==> src/xmoa_pkg.sv <==
`timescale 1ns / 1ps
// types and constants for the x86 modrm operand address decoder
// no dependencies; used by xmoa_addr_gen and x86_modrm_operand_address
package xmoa_pkg;

   // mod field codes
   localparam logic [1:0] MOD_NO_DISP = 2'b00;
   localparam logic [1:0] MOD_DISP8   = 2'b01;
   localparam logic [1:0] MOD_DISP_W  = 2'b10;
   localparam logic [1:0] MOD_REG     = 2'b11;

   // register numbers with special meaning in rm, sib index and sib base
   localparam logic [2:0] REG_SP = 3'd4;
   localparam logic [2:0] REG_BP = 3'd5;
   localparam logic [2:0] RM_BP16 = 3'd6;

   localparam logic [3:0] BASE_LENGTH = 4'd3;

   typedef enum logic [1:0] {
      ST_MEMORY   = 2'd0,
      ST_REGISTER = 2'd1,
      ST_RANGE    = 2'd2
   } status_type;

   typedef struct packed {
      logic [7:0]  modrm;
      logic [39:0] tail_bytes;
      logic        addr32;
      logic        override_valid;
      logic [15:0] override_segment;
      logic [15:0] data_segment;
      logic [15:0] stack_segment;
      logic [63:0] regs_ax_cx;
      logic [63:0] regs_dx_bx;
      logic [63:0] regs_sp_bp;
      logic [63:0] regs_si_di;
   } req_type;

   typedef struct packed {
      logic [3:0]  insn_length;
      logic [20:0] linear_address;
      status_type  status;
   } rsp_type;

endpackage

==> src/xmoa_addr_gen.sv <==
`timescale 1ns / 1ps
// combinational effective address, length and status for one request
// depends on xmoa_pkg
module xmoa_addr_gen import xmoa_pkg::*; (
   input  req_type req,
   output rsp_type rsp
);

   function automatic logic [31:0] gpr(input req_type r, input logic [2:0] idx);
      logic [63:0] pair;
      case (idx[2:1])
         2'd0:    pair = r.regs_ax_cx;
         2'd1:    pair = r.regs_dx_bx;
         2'd2:    pair = r.regs_sp_bp;
         default: pair = r.regs_si_di;
      endcase
      return idx[0] ? pair[63:32] : pair[31:0];
   endfunction

   logic [1:0]  mod_f;
   logic [2:0]  rm;
   logic [7:0]  sib;
   logic [2:0]  sib_idx;
   logic [2:0]  sib_base;
   logic        has_sib;
   logic [31:0] idx_term;
   logic [31:0] base_term;
   logic [31:0] disp32;
   logic [7:0]  disp8;
   logic [31:0] ofs32;
   logic [15:0] base16;
   logic [15:0] disp16;
   logic [15:0] ofs16;
   logic [15:0] bx, bp, si, di;
   logic        use_ss;
   logic [3:0]  len;
   logic [15:0] seg;
   logic [15:0] ofs;
   logic        range_err;

   assign mod_f    = req.modrm[7:6];
   assign rm       = req.modrm[2:0];
   assign sib      = req.tail_bytes[7:0];
   assign sib_idx  = sib[5:3];
   assign sib_base = sib[2:0];
   assign bx = req.regs_dx_bx[47:32];
   assign bp = req.regs_sp_bp[47:32];
   assign si = req.regs_si_di[15:0];
   assign di = req.regs_si_di[47:32];

   always_comb begin
      has_sib   = 1'b0;
      idx_term  = '0;
      base_term = '0;
      disp32    = '0;
      disp8     = '0;
      base16    = '0;
      disp16    = '0;
      use_ss    = 1'b0;
      len       = BASE_LENGTH;
      if (req.addr32) begin
         has_sib = (rm == REG_SP);
         if (has_sib) begin
            len = len + 4'd1;
            if (sib_idx != REG_SP)
               idx_term = gpr(req, sib_idx) << sib[7:6];
            if (sib_base == REG_BP && mod_f == MOD_NO_DISP) begin
               base_term = req.tail_bytes[39:8];
               len       = len + 4'd4;
            end else begin
               base_term = gpr(req, sib_base);
               use_ss    = (sib_base == REG_SP) || (sib_base == REG_BP);
            end
         end else if (rm == REG_BP && mod_f == MOD_NO_DISP) begin
            base_term = req.tail_bytes[31:0];
            len       = len + 4'd4;
         end else begin
            base_term = gpr(req, rm);
            use_ss    = (rm == REG_BP);
         end
         // displacement follows the sib byte when there is one
         disp8 = has_sib ? req.tail_bytes[15:8] : req.tail_bytes[7:0];
         case (mod_f)
            MOD_DISP8: begin
               disp32 = {{24{disp8[7]}}, disp8};
               len    = len + 4'd1;
            end
            MOD_DISP_W: begin
               disp32 = has_sib ? req.tail_bytes[39:8] : req.tail_bytes[31:0];
               len    = len + 4'd4;
            end
            default: disp32 = '0;
         endcase
      end else begin
         case (rm)
            3'd0: base16 = bx + si;
            3'd1: base16 = bx + di;
            3'd2: begin base16 = bp + si; use_ss = 1'b1; end
            3'd3: begin base16 = bp + di; use_ss = 1'b1; end
            3'd4: base16 = si;
            3'd5: base16 = di;
            3'd6: begin
               if (mod_f == MOD_NO_DISP) begin
                  base16 = req.tail_bytes[15:0];
                  len    = len + 4'd2;
               end else begin
                  base16 = bp;
                  use_ss = 1'b1;
               end
            end
            default: base16 = bx;
         endcase
         case (mod_f)
            MOD_DISP8: begin
               disp16 = {{8{req.tail_bytes[7]}}, req.tail_bytes[7:0]};
               len    = len + 4'd1;
            end
            MOD_DISP_W: begin
               disp16 = req.tail_bytes[15:0];
               len    = len + 4'd2;
            end
            default: disp16 = '0;
         endcase
      end
   end

   assign ofs32     = idx_term + base_term + disp32;
   assign ofs16     = base16 + disp16;
   assign range_err = req.addr32 && (ofs32[31:16] != 16'd0);
   assign ofs       = req.addr32 ? ofs32[15:0] : ofs16;

   always_comb begin
      if (req.override_valid)
         seg = req.override_segment;
      else if (use_ss)
         seg = req.stack_segment;
      else
         seg = req.data_segment;
   end

   always_comb begin
      if (mod_f == MOD_REG) begin
         rsp.insn_length    = '0;
         rsp.linear_address = '0;
         rsp.status         = ST_REGISTER;
      end else if (range_err) begin
         rsp.insn_length    = '0;
         rsp.linear_address = '0;
         rsp.status         = ST_RANGE;
      end else begin
         rsp.insn_length    = len;
         rsp.linear_address = {1'b0, seg, 4'b0000} + {5'b00000, ofs};
         rsp.status         = ST_MEMORY;
      end
   end

endmodule

==> src/x86_modrm_operand_address.sv <==
`timescale 1ns / 1ps
// x86_modrm_operand_address: memory operand decoder for virtual-8086 mode
// depends on xmoa_pkg and xmoa_addr_gen
//
// a request carries the modrm byte, the five code bytes after it, the address
// size, an optional segment override, ds, ss and the eight general registers.
// the response gives instruction length, linear address (segment * 16 + offset)
// and a status: memory operand, register operand, or 32-bit offset above 0xffff.
// both channels are valid/ready. a request is captured in an input register,
// decoded by one pass of combinational logic and captured in the response
// register. one request per cycle is sustained; the only limit is the response
// register draining. when rsp_ready is low the response holds, the input
// register still takes one more request, and req_ready drops only once both
// registers are full. reset empties both registers; there is no other state.
module x86_modrm_operand_address import xmoa_pkg::*; (
   input  logic    clock,
   input  logic    reset,
   input  logic    req_valid,
   output logic    req_ready,
   input  req_type req_data,
   output logic    rsp_valid,
   input  logic    rsp_ready,
   output rsp_type rsp_data
);

   logic    in_valid_ff, in_valid_in;
   req_type in_data_ff;
   logic    out_valid_ff, out_valid_in;
   rsp_type out_data_ff;
   rsp_type decoded;
   logic    out_free;
   logic    advance;

   assign out_free  = !out_valid_ff || rsp_ready;
   assign advance   = in_valid_ff && out_free;
   assign req_ready = !in_valid_ff || out_free;

   assign in_valid_in  = (req_valid && req_ready) || (in_valid_ff && !out_free);
   assign out_valid_in = advance || (out_valid_ff && !rsp_ready);

   xmoa_addr_gen u_addr_gen (
      .req (in_data_ff),
      .rsp (decoded)
   );

   always_ff @(posedge clock) begin
      if (reset) begin
         in_valid_ff  <= 1'b0;
         out_valid_ff <= 1'b0;
      end else begin
         in_valid_ff  <= in_valid_in;
         out_valid_ff <= out_valid_in;
      end
   end

   always_ff @(posedge clock) begin
      if (req_valid && req_ready)
         in_data_ff <= req_data;
      if (advance)
         out_data_ff <= decoded;
   end

   assign rsp_valid = out_valid_ff;
   assign rsp_data  = out_data_ff;

`ifndef SYNTHESIS
   // a non-memory status never carries a length or an address
   assert property (@(posedge clock) disable iff (reset)
      rsp_valid && rsp_data.status != ST_MEMORY |->
         rsp_data.insn_length == 4'd0 && rsp_data.linear_address == 21'd0)
      else $error("non-memory response with length or address");

   assert property (@(posedge clock) disable iff (reset)
      rsp_valid && rsp_data.status == ST_MEMORY |->
         rsp_data.insn_length >= 4'd3 && rsp_data.insn_length <= 4'd8)
      else $error("memory response with bad length");

   // a captured request waits in the input register until it moves on
   assert property (@(posedge clock) disable iff (reset)
      in_valid_ff && !out_free |=> in_valid_ff && $stable(in_data_ff))
      else $error("pending request lost");

   assert property (@(posedge clock) disable iff (reset)
      !req_ready |-> in_valid_ff && out_valid_ff)
      else $error("request stalled with free storage");

   assert property (@(posedge clock) disable iff (reset)
      advance |=> rsp_valid)
      else $error("decoded request not presented");
`endif

endmodule

==> config.mk <==
export PLATFORM = sky130hd
export DESIGN_NAME = x86_modrm_operand_address
export DESIGN_NICKNAME = d
export VERILOG_FILES = /design/src/xmoa_pkg.sv /design/src/xmoa_addr_gen.sv /design/src/x86_modrm_operand_address.sv
export SDC_FILE = /design/constraint.sdc
export NUM_CORES = 1
export LEC_CHECK = 0
export CORE_UTILIZATION = 48
export CTS_CLUSTER_DIAMETER = 60
export DETAILED_ROUTE_END_ITERATION = 16
export DONT_BUFFER_PORTS = 1
export GPL_TIMING_DRIVEN = 0
export MAX_ROUTING_LAYER = met4
export PLACE_DENSITY = 0.67
export SLEW_MARGIN = 40
export SYNTH_ARGS = -nofsm -noshare
export SYNTH_HDL_FRONTEND = slang
export SYNTH_HIERARCHICAL = 1
export SYNTH_SLANG_ARGS = --single-unit
==> constraint.sdc <==
create_clock -name clock -period 7.9 [get_ports clock]
set_clock_uncertainty 0.15 [all_clocks]
set_input_delay 1.58 -clock clock [delete_from_list [all_inputs] [get_ports clock]]
set_output_delay 1.58 -clock clock [all_outputs]
set_load 0.03 [all_outputs]
==> results.sh <==
export IMPL_hpwl_um=77700
export IMPL_sw_frac_of_total_pct=31.0
export IMPL_finish_utilization_pct=54.0
export IMPL_whs_ns=0.343
export IMPL_final_cells=3174
export IMPL_period_needed_ns=7.71
export IMPL_seq_power_share_pct=42.5
export IMPL_grt_max_degree=50
export IMPL_wl_per_cell_um=31.1
export IMPL_start_util_pct=48.6
export IMPL_grt_pass1_wl_um=139000
export IMPL_drc=0
export IMPL_io_pins=387
export IMPL_cts_buffer_depth=3
export IMPL_status="complete, no violations"
export IMPL_synth_area_sq_um=26800
export IMPL_p_sw_mw=1.83
export IMPL_maxSlewHeadroom_pct=33.0
export IMPL_path_clk_slew_ns=0.06
export IMPL_ant_nets=0
export IMPL_peakVddDrop_uv=192
export IMPL_dieHeight_um=238
export IMPL_p_comb_share_pct=23.5
export IMPL_numCtsBuffers=42
export IMPL_hp_class="register to register"
export IMPL_hold_viol=0
export IMPL_syn_inst=2317
export IMPL_worstPathMaxFanout=10
export IMPL_fin_tns_setup_ns=0
export IMPL_power_density_nw_per_um2=199
export IMPL_drive_above_1_share_pct=18.3
export IMPL_worstSetupPathType="register to register"
export IMPL_start_kind="register"
export IMPL_end_kind="register"
export IMPL_cts_hold_buffers_added=0
export IMPL_syn_avg_cell_area_sq_um=11.6
export IMPL_antenna_found_initial=21
export IMPL_vias=21000
export IMPL_global_route_overflow_total=0
export IMPL_grt_pass1_vias=20200
export IMPL_crit_path_max_incr_delay_ns=0.80
export IMPL_cts_tree="yes"
export IMPL_root_buffer="clkbuf_16"
export IMPL_die_width_um=238
export IMPL_placed_cells=3073
export IMPL_crit_slowest_cell="clkbuf_1"
export IMPL_p_total_mw=5.92
export IMPL_drtIter0Drc=2664
export IMPL_arrival_ns=7.85
export IMPL_worst_pin_slew_ns=1.00
export IMPL_vias_per_cell=6.61
export IMPL_max_cap_violations=0
export IMPL_htree_levels=2
export IMPL_core_area_sq_um=55100
export IMPL_p_int_mw=4.09
export IMPL_clock_latency_ns=0.61
export IMPL_drv_slew=0
export IMPL_finalNetCount=2860
export IMPL_required_ns=8.04
export IMPL_rows=86
export IMPL_max_freq_mhz=130
export IMPL_totalWireLength_um=98700
export IMPL_area_growth_pct=11.0
export IMPL_period_share_pct=97.6
export IMPL_clock_sinks=380
export IMPL_setup_viol=0
export IMPL_rsz0062_at_grt="no"
export IMPL_design_die_area_sq_um=56800
export IMPL_firstDrtPassIters=7
export IMPL_leakagePower_nw=11.1
export IMPL_syn_nets=2803
export IMPL_port_buffers=0
export IMPL_clkPwrFrac_pct=34.0
export IMPL_fillerInstances=4718
export IMPL_gp_congestion=1.06
export IMPL_synth_warning_count=6
export IMPL_track_usage_pct=35.2
==> layout by cell type (no fill, tap or decap), drive strengths merged, types with 6 or more instances in the layout <==
cell,count
o21ai,206
mux2i,156
o2111ai,12
o21a,24
o211ai,18
a211oi,33
clkbuf,166
nand3,24
nor3b,11
and3,8
o31ai,8
o22ai,20
nand2b,13
fa,36
diode,22
mux4,165
nand4,7
nor2,99
a21oi,164
and2,17
nor3,32
a21boi,6
mux2,53
ha,92
buf,47
a22oi,9
nor2b,24
nand2,248
or2,8
or3,10
xor2,26
o21bai,10
clkinv,17
a31oi,8
xnor2,39
edfxtp,378
a21o,31
inv,106
==> timing repair <==
action                                  CTS  global route
endpoints found under the setup margin   25            25
gates resized for setup                  35            74
pin swaps                                 2             8
buffers inserted                          2             6
==> state kept, by name, indices dropped and copies added, names as in the netlist <==
name / flops
in_data_ff: 351
rsp_data: 27
rsp_valid: 1
in_valid_ff: 1
==> area by class of cell <==
class | count | area (sq um) | area share [%]
flip-flops and latches | 380 | 11400 | 38.3
clock inverters | 29 | 363 | 1.22
multi-input cells | 1681 | 14600 | 49.1
clock buffers | 45 | 1060 | 3.57
well taps | 748 | 936 | 3.15
repair buffers | 17 | 228 | 0.766
diodes | 22 | 55.1 | 0.185
plain buffers | 152 | 714 | 2.40
inverters | 100 | 379 | 1.28
==> critical path, delay by kind of cell, from the launching register on <==
family	cells	cell delay, ns
compound gates	13	2.81
buf+inv	5	1.91
fa+ha+maj	4	1.11
simple gates	6	0.85
flops	1	0.32
xor+xnor	1	0.25
==> power groups by stage <==
stage | sequential (mW) | clock, mW | combinational, mW
after floorplan | 2.49 | 0 | 0.943
after global placement | 2.55 | 0 | 1.31
after detailed placement | 2.55 | 0 | 1.33
after CTS | 2.51 | 2.05 | 1.34
after global routing | 2.52 | 2.11 | 1.48
final | 2.51 | 2.01 | 1.39
==> stage by stage <==
stage,setup WS (ns),instance area (sq um)
detailed placement,-1.13,28000
global route,0.00581,29700
global placement,-1.06,27700
floorplan,0.986,26800
CTS,0.00632,29500
finish,0.192,29700
==> layer usage <==
layer  part of all wire [%]  vias up  track usage [%]
li1                       -     9037                -
met1                     39    10300             45.6
met2                     47     1400             54.9
met3                     10      232             7.25
met4                    3.7        0             12.8
met5                      0        -                -
==> worst paths after layout <==
check / slack, ns / startpoint / end / cells past startpoint
worst max-delay path: 0.19 / in_data_ff[308]$_DFFE_PP_ / rsp_data[17]$_DFFE_PP_ / 29
worst min-delay path: 0.34 / in_valid_ff$_SDFF_PP0_ / rsp_valid$_SDFF_PP0_ / 2
worst max register to register: 0.19 / in_data_ff[308]$_DFFE_PP_ / rsp_data[17]$_DFFE_PP_ / 29
worst min register to register: 0.34 / in_valid_ff$_SDFF_PP0_ / rsp_valid$_SDFF_PP0_ / 2
No activity file was read; power rests on OpenSTA's default activity.
